**src/sv/xed_pkg.sv**
```systemverilog
// ============================================================================
// xed_pkg: shared types and constants for the XML entity decoder
// Holds the entity spellings, the job record that passes from the front part
// to the back part, and the queue head bundle.
// ============================================================================
package xed_pkg;

    localparam int BYTE_W          = 8;
    localparam int NUM_ENT         = 6;
    localparam int MAX_HELD        = 5;
    localparam int MAX_EMIT        = MAX_HELD + 1;
    localparam int LEN_W           = 3;
    localparam int ENT_W           = 3;
    localparam int QUEUE_DEPTH_DEF = 4;

    localparam logic [BYTE_W-1:0] AMP_CHAR   = 8'h26;
    localparam logic [BYTE_W-1:0] LT_CHAR    = 8'h3c;
    localparam logic [BYTE_W-1:0] GT_CHAR    = 8'h3e;
    localparam logic [BYTE_W-1:0] QUOTE_CHAR = 8'h22;
    localparam logic [BYTE_W-1:0] APOS_CHAR  = 8'h27;

    // Entity codes
    localparam logic [ENT_W-1:0] ENT_AMP  = 3'd0;
    localparam logic [ENT_W-1:0] ENT_LT   = 3'd1;
    localparam logic [ENT_W-1:0] ENT_GT   = 3'd2;
    localparam logic [ENT_W-1:0] ENT_QUOT = 3'd3;
    localparam logic [ENT_W-1:0] ENT_APOS = 3'd4;
    localparam logic [ENT_W-1:0] ENT_NUM  = 3'd5;

    // Spelling is stored first character in the top byte, zero padded below.
    typedef struct packed {
        logic [MAX_EMIT*BYTE_W-1:0] text;
        logic [LEN_W-1:0]           len;
        logic [BYTE_W-1:0]          ch;
    } ent_t;

    typedef logic [MAX_EMIT-1:0][BYTE_W-1:0] emit_bytes_t;

    // One run of results: len bytes taken from bytes[0] upwards.
    typedef struct packed {
        emit_bytes_t      bytes;
        logic [LEN_W-1:0] len;
        logic             eot;
    } job_t;

    typedef struct packed {
        logic valid;
        job_t job;
    } q_head_t;

    function automatic ent_t ent_entry(input logic [ENT_W-1:0] idx);
        ent_t e;
        case (idx)
            ENT_AMP:  e = '{text: {"&amp;", 8'h00},  len: 3'd5, ch: AMP_CHAR};
            ENT_LT:   e = '{text: {"&lt;", 16'h0000}, len: 3'd4, ch: LT_CHAR};
            ENT_GT:   e = '{text: {"&gt;", 16'h0000}, len: 3'd4, ch: GT_CHAR};
            ENT_QUOT: e = '{text: "&quot;",          len: 3'd6, ch: QUOTE_CHAR};
            ENT_APOS: e = '{text: "&apos;",          len: 3'd6, ch: APOS_CHAR};
            ENT_NUM:  e = '{text: {"&#39;", 8'h00},  len: 3'd5, ch: APOS_CHAR};
            default:  e = '0;
        endcase
        return e;
    endfunction

endpackage

```
**src/sv/xml_entity_decoder_unit.sv**
```systemverilog
// ============================================================================
// xml_entity_decoder_unit: streaming decoder for predefined XML entities
// Replaces &amp; &lt; &gt; &quot; &apos; and &#39; by their characters and
// passes every other byte through, flushing partial spellings literally.
// ============================================================================
//
//  Channel  Handshake               Payload                      Direction
//  -------  ----------------------  ---------------------------  ---------
//  text     text_valid/text_stall   in_byte, end_of_text         into block
//  char     char_valid/char_stall   out_byte, run_end, text_end  out of block
//
//  A text transfer is taken every cycle while the job queue has room; the
//  queue depth (QUEUE_DEPTH) sets how far the two sides may drift apart.
//  Results leave one per cycle while char is not stalled; an item causes
//  one result per byte of its job, and items that only extend a held prefix
//  cause none. With the back part idle, a result passes the queue slot and
//  then the output register before it is presented.
//  rst_n clears the held count, the queue pointers and the output valid.
//  A stall on char holds the output register; the queue fills, then text stalls.
//
module xml_entity_decoder_unit
#(
    parameter int QUEUE_DEPTH = xed_pkg::QUEUE_DEPTH_DEF
)
(
    input  logic                       clk,
    input  logic                       rst_n,
    input  logic                       text_valid,
    output logic                       text_stall,
    input  logic [xed_pkg::BYTE_W-1:0] in_byte,
    input  logic                       end_of_text,
    output logic                       char_valid,
    input  logic                       char_stall,
    output logic [xed_pkg::BYTE_W-1:0] out_byte,
    output logic                       run_end,
    output logic                       text_end
);

    logic             accept;
    logic             push;
    logic             pop;
    logic             q_full;
    xed_pkg::job_t    job;
    xed_pkg::q_head_t head;

    // Stall the text side only when the queue has no free slot
    assign text_stall = q_full;
    assign accept     = text_valid && !q_full;

    // Front part: classify each byte against the held prefix
    xed_front u_front
    (
        .clk         (clk),
        .rst_n       (rst_n),
        .accept      (accept),
        .in_byte     (in_byte),
        .end_of_text (end_of_text),
        .push        (push),
        .job         (job)
    );

    // Queue: decouple classification from result delivery
    xed_queue #(
        .DEPTH (QUEUE_DEPTH)
    ) u_queue
    (
        .clk      (clk),
        .rst_n    (rst_n),
        .push     (push),
        .push_job (job),
        .pop      (pop),
        .head     (head),
        .full     (q_full)
    );

    // Back part: advance through each job, one result per transfer
    xed_back u_back
    (
        .clk        (clk),
        .rst_n      (rst_n),
        .head       (head),
        .pop        (pop),
        .char_stall (char_stall),
        .char_valid (char_valid),
        .out_byte   (out_byte),
        .run_end    (run_end),
        .text_end   (text_end)
    );

endmodule

```
**src/sv/xed_front.sv**
```systemverilog
// ============================================================================
// xed_front: byte classifier and held-prefix store
// Matches the held bytes plus the new byte against every entity spelling and
// turns each transfer into at most one job of one to six result bytes.
// ============================================================================
module xed_front
(
    input  logic                       clk,
    input  logic                       rst_n,
    input  logic                       accept,
    input  logic [xed_pkg::BYTE_W-1:0] in_byte,
    input  logic                       end_of_text,
    output logic                       push,
    output xed_pkg::job_t              job
);

    logic [xed_pkg::BYTE_W-1:0] pend_reg [xed_pkg::MAX_HELD];
    logic [xed_pkg::LEN_W-1:0]  pend_cnt_reg;
    logic [xed_pkg::LEN_W-1:0]  pend_cnt_next;

    logic [xed_pkg::LEN_W-1:0]  cnt;
    logic [xed_pkg::LEN_W-1:0]  cand_len;
    xed_pkg::emit_bytes_t       cand;
    logic                       full_hit;
    logic                       pfx_hit;
    logic [xed_pkg::BYTE_W-1:0] full_ch;
    logic                       hold;
    logic                       restart_amp;

    // Build the candidate and compare it with every spelling
    always_comb
    begin
        xed_pkg::ent_t ent;
        logic          hit;
        cnt      = (pend_cnt_reg > xed_pkg::LEN_W'(xed_pkg::MAX_HELD)) ? '0 : pend_cnt_reg;
        cand_len = cnt + 3'd1;
        for (int i = 0; i < xed_pkg::MAX_HELD; i++)
        begin
            if (xed_pkg::LEN_W'(i) < cnt)
                cand[i] = pend_reg[i];
            else if (xed_pkg::LEN_W'(i) == cnt)
                cand[i] = in_byte;
            else
                cand[i] = '0;
        end
        cand[xed_pkg::MAX_EMIT-1] =
            (cnt == xed_pkg::LEN_W'(xed_pkg::MAX_HELD)) ? in_byte : '0;

        full_hit = 1'b0;
        pfx_hit  = 1'b0;
        full_ch  = '0;
        for (int e = 0; e < xed_pkg::NUM_ENT; e++)
        begin
            ent = xed_pkg::ent_entry(xed_pkg::ENT_W'(e));
            hit = (cand_len <= ent.len);
            for (int i = 0; i < xed_pkg::MAX_EMIT; i++)
            begin
                if ((xed_pkg::LEN_W'(i) < cand_len) &&
                    (cand[i] != ent.text[(xed_pkg::MAX_EMIT-1-i)*xed_pkg::BYTE_W +:
                                         xed_pkg::BYTE_W]))
                    hit = 1'b0;
            end
            if (hit && (cand_len == ent.len))
            begin
                if (!full_hit)
                    full_ch = ent.ch;
                full_hit = 1'b1;
            end
            if (hit && (cand_len < ent.len))
                pfx_hit = 1'b1;
        end
    end

    // Decide the job and the next held count
    always_comb
    begin
        hold        = !full_hit && pfx_hit &&
                      (cand_len <= xed_pkg::LEN_W'(xed_pkg::MAX_HELD));
        restart_amp = !full_hit && !hold && (in_byte == xed_pkg::AMP_CHAR);
        job.bytes   = cand;
        job.eot     = end_of_text;
        if (full_hit)
        begin
            job.bytes[0]  = full_ch;
            job.len       = 3'd1;
            pend_cnt_next = '0;
        end
        else if (hold)
        begin
            job.len       = end_of_text ? cand_len : '0;
            pend_cnt_next = cand_len;
        end
        else if (restart_amp)
        begin
            job.len       = end_of_text ? cand_len : cnt;
            pend_cnt_next = 3'd1;
        end
        else
        begin
            job.len       = cand_len;
            pend_cnt_next = '0;
        end
        if (end_of_text)
            pend_cnt_next = '0;
    end

    assign push = accept && (job.len != '0);

    always_ff @(posedge clk or negedge rst_n)
    begin
        if (!rst_n)
            pend_cnt_reg <= '0;
        else if (accept)
            pend_cnt_reg <= pend_cnt_next;
    end

    // Held bytes are read only below the count, so they need no reset
    always_ff @(posedge clk)
    begin
        if (accept && hold)
            pend_reg[cnt] <= in_byte;
        else if (accept && restart_amp)
            pend_reg[0] <= xed_pkg::AMP_CHAR;
    end

endmodule

```
**src/sv/xed_queue.sv**
```systemverilog
// ============================================================================
// xed_queue: job queue between the front and back parts
// A small circular buffer of jobs; the head is presented with a valid flag.
// ============================================================================
module xed_queue
#(
    parameter int DEPTH = xed_pkg::QUEUE_DEPTH_DEF
)
(
    input  logic              clk,
    input  logic              rst_n,
    input  logic              push,
    input  xed_pkg::job_t     push_job,
    input  logic              pop,
    output xed_pkg::q_head_t  head,
    output logic              full
);

    localparam int PTR_W = (DEPTH > 1) ? $clog2(DEPTH) : 1;
    localparam int CNT_W = $clog2(DEPTH + 1);

    xed_pkg::job_t    mem_reg [DEPTH];
    logic [PTR_W-1:0] wr_ptr_reg;
    logic [PTR_W-1:0] wr_ptr_next;
    logic [PTR_W-1:0] rd_ptr_reg;
    logic [PTR_W-1:0] rd_ptr_next;
    logic [CNT_W-1:0] count_reg;
    logic [CNT_W-1:0] count_next;
    logic             do_push;
    logic             do_pop;

    assign full    = (count_reg == CNT_W'(DEPTH));
    assign do_push = push && !full;
    assign do_pop  = pop && (count_reg != '0);

    assign head.valid = (count_reg != '0);
    assign head.job   = mem_reg[rd_ptr_reg];

    always_comb
    begin
        wr_ptr_next = wr_ptr_reg;
        rd_ptr_next = rd_ptr_reg;
        if (do_push)
            wr_ptr_next = (wr_ptr_reg == PTR_W'(DEPTH - 1)) ? '0 : wr_ptr_reg + 1'b1;
        if (do_pop)
            rd_ptr_next = (rd_ptr_reg == PTR_W'(DEPTH - 1)) ? '0 : rd_ptr_reg + 1'b1;
        case ({do_push, do_pop})
            2'b10:   count_next = count_reg + 1'b1;
            2'b01:   count_next = count_reg - 1'b1;
            default: count_next = count_reg;
        endcase
    end

    always_ff @(posedge clk or negedge rst_n)
    begin
        if (!rst_n)
        begin
            wr_ptr_reg <= '0;
            rd_ptr_reg <= '0;
            count_reg  <= '0;
        end
        else
        begin
            wr_ptr_reg <= wr_ptr_next;
            rd_ptr_reg <= rd_ptr_next;
            count_reg  <= count_next;
        end
    end

    always_ff @(posedge clk)
    begin
        if (do_push)
            mem_reg[wr_ptr_reg] <= push_job;
    end

endmodule

```
**src/sv/xed_back.sv**
```systemverilog
// ============================================================================
// xed_back: result sequencer
// Walks the head job into the output register, one byte per cycle while the
// output is not stalled, and pops the job after its last byte.
// ============================================================================
module xed_back
(
    input  logic                       clk,
    input  logic                       rst_n,
    input  xed_pkg::q_head_t           head,
    output logic                       pop,
    input  logic                       char_stall,
    output logic                       char_valid,
    output logic [xed_pkg::BYTE_W-1:0] out_byte,
    output logic                       run_end,
    output logic                       text_end
);

    logic [xed_pkg::LEN_W-1:0]  pos_reg;
    logic [xed_pkg::LEN_W-1:0]  pos_next;
    logic                       valid_reg;
    logic                       valid_next;
    logic [xed_pkg::BYTE_W-1:0] byte_reg;
    logic                       run_end_reg;
    logic                       text_end_reg;
    logic                       out_free;
    logic                       advance;
    logic                       last;

    assign out_free = !valid_reg || !char_stall;
    assign advance  = out_free && head.valid;
    assign last     = (pos_reg == (head.job.len - 3'd1));
    assign pop      = advance && last;

    always_comb
    begin
        pos_next   = pos_reg;
        valid_next = valid_reg;
        if (advance)
        begin
            pos_next   = last ? '0 : pos_reg + 3'd1;
            valid_next = 1'b1;
        end
        else if (out_free)
            valid_next = 1'b0;
    end

    always_ff @(posedge clk or negedge rst_n)
    begin
        if (!rst_n)
        begin
            pos_reg   <= '0;
            valid_reg <= 1'b0;
        end
        else
        begin
            pos_reg   <= pos_next;
            valid_reg <= valid_next;
        end
    end

    always_ff @(posedge clk)
    begin
        if (advance)
        begin
            byte_reg     <= head.job.bytes[pos_reg];
            run_end_reg  <= last;
            text_end_reg <= last && head.job.eot;
        end
    end

    assign char_valid = valid_reg;
    assign out_byte   = byte_reg;
    assign run_end    = run_end_reg;
    assign text_end   = text_end_reg;

endmodule

```
**config.mk**
```make
export PLATFORM = sky130hd
export DESIGN_NAME = xml_entity_decoder_unit
export DESIGN_NICKNAME = d
export VERILOG_FILES = /design/src/sv/xed_pkg.sv /design/src/sv/xml_entity_decoder_unit.sv /design/src/sv/xed_front.sv /design/src/sv/xed_queue.sv /design/src/sv/xed_back.sv
export SDC_FILE = /design/constraint.sdc
export NUM_CORES = 1
export LEC_CHECK = 0
export BUFFER_PORTS_ARGS = -buffer_cell sky130_fd_sc_hd__buf_4
export CORE_UTILIZATION = 23
export DETAILED_ROUTE_END_ITERATION = 10
export GPL_TIMING_DRIVEN = 0
export PLACE_DENSITY = 0.36
export SKIP_CTS_REPAIR_TIMING = 1
export SYNTH_ARGS = -nofsm -noshare
export SYNTH_HDL_FRONTEND = slang
export SYNTH_SLANG_ARGS = --single-unit
export TNS_END_PERCENT = 1
```
**constraint.sdc**
```tcl
create_clock -name clk -period 6.2 [get_ports clk]
set_clock_uncertainty 0.15 [all_clocks]
set_input_delay 0.93 -clock clk [delete_from_list [all_inputs] [get_ports clk]]
set_output_delay 0.93 -clock clk [all_outputs]
set_load 0.1 [all_outputs]
```
==> results_dict.tcl, run 1 <==
set metrics [dict create \
    filler_cell_count 5306 \
    design.die.area_mm2 0.0533 \
    cts_root_buffer "clkbuf_16" \
    max_slew.worst_pin.slew_ns 1.16 \
    number_of_synthesized_flops_with_an_enable_pin 258 \
    route.detailed.wl_per_inst_um 23.5 \
    total_leakage_power_nw 4.83 \
    maxSlewViolCount 0 \
    fmax_mhz 175 \
    max_ffs_per_register 208 \
    maxCapViolations 0 \
    netlist-cell-type-count 84 \
    rsz0062_at_grt "no" \
    grt_first_pass_wirelength_mm 51.3 \
    route.final.wire_length_mm 35.3 \
    cts_inserted_buffers 34 \
    r2r_cells 21 \
    dp_hpwl_mm 24.0 \
    timing.critical_path.buf_inv 5 \
    report.final.hold_viol_count 0 \
    synth.cell_area_mm2 0.0120 \
    floorplan.die.height_um 231 \
    row_cnt 83 \
    netlist_instances 732 \
    final_layout_size_suffix_gt1_share_pct 23.2 \
    synth_seq_area_share_pct 67.3 \
    synth_top_flop_cell "edfxtp_1" \
    criticalPathCategory "flop to flop" \
    placement.io_buffers 24 \
    grt_start_max_net_pins 49 \
    placed_cells_incl_taps 1441 \
    yosysWarningCount 0 \
    synth_seq_cells 272 \
    power.density_cell_area_mw_per_mm2 450 \
    min_period_ns 5.72 \
    startpoint_type "flop" \
    htree_levels 2 \
    drt_first_iter_violations 508 \
    layout_common_cells "edfxtp_1 (258), mux4_2 (60), nand2_1 (56), clkbuf_16 (35), clkbuf_1 (33)" \
    worst_hold_path_type "primary input to asynchronous set/reset pin" \
    worst_ep_arrival_time_ns 6.03 \
    timing.critical_path.slowest_cell_delay_ns 0.56 \
    cp.required_ns 6.51 \
    timing.critical_path.fanout_max 10 \
    clk_pin_slew_ns 0.06 \
    grt_antenna_before_repair 0 \
    layout.cells.non_filler 1503 \
    ant_nets 0 \
    postSynth.asyncResetShare_pct 5.15 \
    gr-total-overflow 0 \
    cp_cell_sequence "inv_1 > ha_1 > clkbuf_1 > buf_2 > nand2_1 > o221ai_1 > or3b_1 > o21ai_0 > o21a_1 > a32oi_1 > nor3_2 > nor3_2 > mux2i_2 > a31oi_4 > inv_2 > ha_1 > inv_1 > fa_1 > xor2_1 > nor2_1 > xor2_1" \
    routability_congestion_estimate_from_global_placement 0.798 \
    clock_path_buffers 3 \
    postSynthAreaPerCell_um2 16.4 \
    worstSetupEndpointType "flop" \
    firstDrtPassIters 5 \
    area_delta_synth_final_pct 19.7 \
    syn-num-nets 760 \
    period_share_pct 92.3 \
    io_pins 25 \
    numClockSinks 272 \
    cp.depth 21 \
    initial_cell_density_of_the_core_pct 23.4 \
    setup_viol 0 \
    mostFrequentLayoutCell "edfxtp_1" \
    ir_drop_v 0.000190 \
    clock_insertion_delay_worst_skew_ns 0.54 \
    routed_via_density 4.53 \
    critical_path.top_delay_family "compound AO/OA/AOI/OAI gates" \
    grt_total_usage_pct 13.5 \
    coreArea_mm2 0.0515 \
    critical_path.slowest_cell "dfrtp_1" \
    layout.nets 824 \
    tritoncts_clock_tree "built" \
    power.total_mw 6.48 \
    die_width_um 231 \
    run_status "finished, final reports clean" \
    drc 0 \
    slew_headroom_pct 23.0 \
    grt_pass1_vias 7039 \
    dr_total_vias 6816 \
]
[cell type report]
class	instances	area [um2]	area share [%]
antenna	1	2.50	0.0174
buffer	44	198	1.37
clock buffer	36	880	6.11
clock inverter	26	299	2.08
inverter	28	105	0.729
multi-input combinational	387	3680	25.5
sequential	272	8100	56.2
tap	680	851	5.91
timing repair buffer	29	298	2.07
[final timing paths]
path | start | endpoint | slack (ns)
max in group asynchronous | rst_n | u_queue.rd_ptr_reg[1]$_DFFE_PN0P_ | 5.58
worst min-delay path | rst_n | u_queue.count_reg[2]$_DFFE_PN0P_ | 0.11
min in group clk | u_queue.count_reg[2]$_DFFE_PN0P_ | u_queue.count_reg[2]$_DFFE_PN0P_ | 0.34
worst max-delay path | u_front.pend_cnt_reg[1]$_DFFE_PN0P_ | u_queue.count_reg[2]$_DFFE_PN0P_ | 0.48
worst min register to register | u_queue.count_reg[2]$_DFFE_PN0P_ | u_queue.count_reg[2]$_DFFE_PN0P_ | 0.34
worst max register to register | u_front.pend_cnt_reg[1]$_DFFE_PN0P_ | u_queue.count_reg[2]$_DFFE_PN0P_ | 0.48
[cells by family (layout without fill, tap and decap cells)]
group | count (synthesis) | count (layout) | synth area share, %
buffers and inverters | 73 | 163 | 2.54
xor gates and xnor gates | 11 | 11 | 0.800
DFF | 272 | 272 | 67.3
and+or+nand+nor | 167 | 167 | 7.55
other | 0 | 1 | 0
muxes | 73 | 73 | 12.4
AOI/OAI and AO/OA | 121 | 121 | 7.79
adders and majority gates | 15 | 15 | 1.62
[power by group]
part	switching (mW)	internal, mW	leakage [nW]
registers	0.0869	2.39	2.57
clock network	0.795	1.28	0.578
logic	1.21	0.715	1.68
[stage by stage]
stage | hold slack, ns | cell area (um2) | util [%] | setup TNS [ns] | worst slack [ns]
floorplan | 0.307 | 12000 | - | 0 | 1.12
global placement | 0.334 | 13100 | 25.4 | -285.67 | -1.39
detailed placement | 0.332 | 13200 | 25.7 | -0.316 | -0.251
CTS | 0.0876 | 14400 | 27.9 | -0.453 | -0.331
global route | 0.0932 | 14400 | 28.0 | 0 | 0.0554
finish | 0.109 | 14400 | 28.0 | 0 | 0.475
[layer usage]
metal,vias to the layer above,wire (um),GRT usage (%)
met2,148,15900,20.7
met4,0,807,3.95
met1,3562,16900,19.2
met3,48,1640,2.47
li1,3058,-,-
met5,-,0,0
[worst reg2reg max path: stages, from the launching register on]
cell      delay [ns]
dfrtp_1         0.56
inv_1           0.17
ha_1            0.34
clkbuf_1        0.41
buf_2           0.38
nand2_1         0.11
o221ai_1        0.34
or3b_1          0.20
o21ai_0         0.16
o21a_1          0.18
a32oi_1         0.30
nor3_2          0.11
nor3_2          0.46
mux2i_2         0.38
a31oi_4         0.20
inv_2           0.10
ha_1            0.18
inv_1           0.07
fa_1            0.42
xor2_1          0.15
nor2_1          0.11
xor2_1          0.16
[Yosys cell counts, drive strengths merged (5+ instances only)]
| library cell | n | area (um2) |
|---|---|---|
| a21boi | 5 | 48.8 |
| a21oi | 14 | 81.3 |
| a22o | 14 | 123 |
| a22oi | 6 | 45.0 |
| a2bb2oi | 6 | 52.6 |
| and2 | 14 | 87.6 |
| buf | 12 | 76.3 |
| clkbuf | 33 | 124 |
| dfrtp | 14 | 350 |
| edfxtp | 258 | 7750 |
| ha | 14 | 175 |
| inv | 27 | 101 |
| mux2i | 9 | 93.8 |
| mux4 | 60 | 1350 |
| nand2 | 58 | 223 |
| nand2b | 8 | 50.1 |
| nand3 | 8 | 40.0 |
| nor2 | 18 | 67.6 |
| nor2b | 12 | 77.6 |
| nor3 | 13 | 85.1 |
| nor4 | 6 | 43.8 |
| o21ai | 22 | 110 |
| xnor2 | 7 | 61.3 |
No activity file was read; power rests on OpenSTA's default activity.
==> run 2: changes to the inputs <==
ABC_AREA = 1   (was default)
PLACE_DENSITY = 0.37   (was 0.36)
clock period = 4.7 ns   (was 6.2 ns; I/O delays follow)
==> results_dict.tcl, run 2 <==
set metrics [dict create \
    timing.rr.start "u_front.pend_cnt_reg[2]$_DFFE_PN0P_" \
    power.density_cell_area_mw_per_mm2 567 \
    r2r_slack_ns 0.19 \
    layout.cells.non_filler 2030 \
    critical_path.slowest_cell "dfrtp_2" \
    coreArea_mm2 0.0540 \
    cts_inserted_buffers 34 \
    yosysWarningCount 0 \
    maxCapViolations 0 \
    placement.io_buffers 17 \
    firstDrtPassIters 5 \
    critical_path.most_common_cell "nand3_2" \
    route.detailed.wl_per_inst_um 20.5 \
    timing.critical_path.buf_inv 7 \
    max_ffs_per_register 208 \
    setup_total_negative_slack_ns 0 \
    postSynthAreaPerCell_um2 10.4 \
    antennaDiodeCount 0 \
    total_leakage_power_nw 5.79 \
    pre_cts_slack_ns -0.810 \
    hold_crit_endpoint "u_back.char_valid$_DFFE_PN0P_" \
    grt_antenna_before_repair 1 \
    report.final.hold_viol_count 0 \
    period_share_pct 96.0 \
    worst_hold_path_type "primary input to flop" \
    grt_pass1_vias 8830 \
    setup_viol 0 \
    area_delta_synth_final_pct 23.9 \
    cell_taking_the_most_area_after_synthesis "edfxtp_1" \
    min_period_ns 4.51 \
    grt_total_usage_pct 14.7 \
    postSynth.asyncResetShare_pct 5.15 \
    clock_path_buffers 3 \
    hold_path_startpoint "char_stall" \
    htree_levels 2 \
    timing.critical_path.fanout_max 13 \
    filler_cell_count 5615 \
    numClockSinks 272 \
    top_layer "met4" \
    hold-path-cell-count 3 \
    syn-num-nets 1236 \
    netlist_top_cells_count "edfxtp_1 (258), nand2_1 (233), nor2_1 (184)" \
    design.die.area_mm2 0.0558 \
    route.final.wire_length_mm 41.6 \
    drc 0 \
    clk_pin_slew_ns 0.05 \
    number_of_synthesized_flops_with_an_enable_pin 258 \
    tritoncts_clock_tree "built" \
    synth_seq_area_share_pct 64.2 \
    wire_length_on_met2_mm 18.9 \
    synthMostInstantiatedCell "edfxtp_1" \
    wl_met1_mm 19.9 \
    fin_worst_setup_slack_ns 0.187 \
    timing.critical_path.slowest_cell_delay_ns 0.46 \
    worst_r2r_endpoint "u_queue.mem_reg[1][9]$_DFFE_PP_" \
    grt_start_max_net_pins 26 \
    initial_cell_density_of_the_core_pct 23.3 \
    row_cnt 85 \
    power_frac_clock_pct 28.0 \
    netlist-cell-type-count 39 \
    maxSlewViolCount 0 \
    worst_ep_arrival_time_ns 4.61 \
    layout.nets 1339 \
    slew_headroom_pct 25.9 \
    dr_total_vias 9191 \
    ir_drop_v 0.000333 \
    fmax_mhz 222 \
    combPwrFrac_pct 34.7 \
    io_pins 25 \
    proportion_of_netlist_area_held_by_the_largest_area_contributor_pct 61.4 \
    synth.cell_area_mm2 0.0126 \
    r2r_cells 27 \
    switching_share_pct 38.8 \
    criticalPathCategory "flop to flop" \
    routed_via_density 4.53 \
    final_layout_size_suffix_gt1_share_pct 19.7 \
    seq_power_share_pct 37.3 \
    clock_insertion_delay_worst_skew_ns 0.56 \
    dp_hpwl_mm 29.5 \
    gr-total-overflow 0 \
    placed_cells_incl_taps 1929 \
    die_width_um 236 \
    switching_power_mw 3.43 \
    netlist_top_cells_area "edfxtp_1 (61%), nand2_1 (6.9%), nor2_1 (5.5%)" \
    ant_nets 0 \
    finalCoreUtilization_pct 28.9 \
    layout_common_cells "edfxtp_1 (258), nand2_1 (196), nor2_1 (167), o21ai_0 (112), inv_1 (80)" \
    synth_top_flop_cell "edfxtp_1" \
    internal_power_mw 5.42 \
    drt_first_iter_violations 617 \
    rsz0062_at_grt "yes" \
    cp.required_ns 4.80 \
    run_status "finished, final reports clean" \
    routability_congestion_estimate_from_global_placement 0.838 \
    wl_met3_mm 1.69 \
    mostFrequentLayoutCell "edfxtp_1" \
    worstSetupEndpointType "flop" \
    power.total_mw 8.85 \
    netlist_instances 1208 \
    floorplan.die.height_um 236 \
    cts_root_buffer "clkbuf_16" \
    max_slew.worst_pin.slew_ns 1.10 \
    synth_seq_cells 272 \
    critical_path.top_delay_family "simple AND/OR/NAND/NOR gates" \
    grt_first_pass_wirelength_mm 59.9 \
    startpoint_type "flop" \
]
[run 2: cell count changes after synthesis, sizes merged, moves of 14 or more]
cell | previous run | this run
o22ai | 2 | 18
o221ai | 2 | 31
nand4 | 2 | 20
a22o | 14 | 0
o21ai | 22 | 116
nor2 | 18 | 197
inv | 27 | 98
o211ai | 1 | 17
clkbuf | 33 | 56
mux4 | 60 | 0
and2 | 14 | 0
nand2 | 58 | 249
nand3 | 8 | 63
[run 2: power by group through the flow]
stage / combinational, mW / sequential [mW] / clock, mW
2_1_floorplan: 1.51 / 3.68 / 0
3_3_place_gp: 2.95 / 3.39 / 0
3_5_place_dp: 3.06 / 3.36 / 0
4_1_cts: 3.07 / 3.31 / 2.54
5_1_grt: 3.36 / 3.35 / 2.62
6_report: 3.07 / 3.31 / 2.48
[run 2: cell type report]
cell class / count / area, um2 / area share [%]
clock buffer: 45 / 923 / 5.91
sequential: 272 / 8100 / 51.8
clock inverter: 14 / 118 / 0.752
timing repair buffer: 69 / 691 / 4.42
tap: 696 / 871 / 5.57
inverter: 103 / 395 / 2.53
buffer: 64 / 310 / 1.99
multi-input combinational: 767 / 4220 / 27.0
[run 2: kinds of logic (layout without fill, tap and decap cells)]
kind of cell / after synthesis / in the layout / share of synthesized area, %
buffers and inverters: 170 / 295 / 5.32
and+or+nand+nor: 540 / 541 / 18.7
adders and majority gates: 15 / 15 / 1.55
xor gates and xnor gates: 5 / 5 / 0.347
AOI/OAI and AO/OA: 206 / 206 / 9.93
DFF: 272 / 272 / 64.2
[run 2: worst register-to-register path, cell delays in order, from the launching register on]
cell	delay (ns)
dfrtp_2	0.46
ha_1	0.31
clkbuf_4	0.20
clkbuf_4	0.23
nand3_1	0.14
nand2_4	0.12
nand3_1	0.10
nor2_2	0.14
nand2_1	0.08
nand2_1	0.08
nand2_1	0.05
nor2_1	0.13
nand3_2	0.09
nand2_2	0.10
nand2_2	0.09
nand3_2	0.09
nor3_4	0.05
buf_12	0.14
nand2_4	0.10
clkinv_1	0.12
o21ai_1	0.15
nand3_2	0.12
nand3_2	0.12
nand2_4	0.06
buf_4	0.19
nor2_4	0.20
buf_12	0.21
clkbuf_16	0.22
[run 2: worst max-delay path by stage]
stage	from	slack, ns	cells after the start	endpoint
3_3_place_gp	u_front.pend_cnt_reg[1]$_DFFE_PN0P_	-2.53	27	u_queue.mem_reg[3][33]$_DFFE_PP_
2_1_floorplan	u_front.pend_cnt_reg[1]$_DFFE_PN0P_	-0.21	27	u_queue.mem_reg[0][0]$_DFFE_PP_
4_1_cts	u_queue.rd_ptr_reg[0]$_DFFE_PN0P_	-0.82	18	u_queue.count_reg[2]$_DFFE_PN0P_
5_1_grt	u_front.pend_cnt_reg[1]$_DFFE_PN0P_	-0.10	30	u_queue.count_reg[2]$_DFFE_PN0P_
6_report	u_front.pend_cnt_reg[2]$_DFFE_PN0P_	0.19	27	u_queue.mem_reg[1][9]$_DFFE_PP_
3_5_place_dp	u_queue.rd_ptr_reg[0]$_DFFE_PN0P_	-0.81	18	u_queue.count_reg[2]$_DFFE_PN0P_
[run 2: through the flow]
step | hold slack [ns] | instance area [um2]
after floorplan | 0.259 | 12600
after global placement | 0.313 | 13600
after detailed placement | 0.313 | 13800
after CTS | -0.159 | 14900
after global routing | 0.238 | 15600
final | 0.241 | 15600
[run 2: per-layer routing]
layer	GRT usage (%)	vias up
met3	2.40	65
li1	-	4421
met2	23.0	218
met4	4.55	0
met5	0	-
met1	20.8	4487
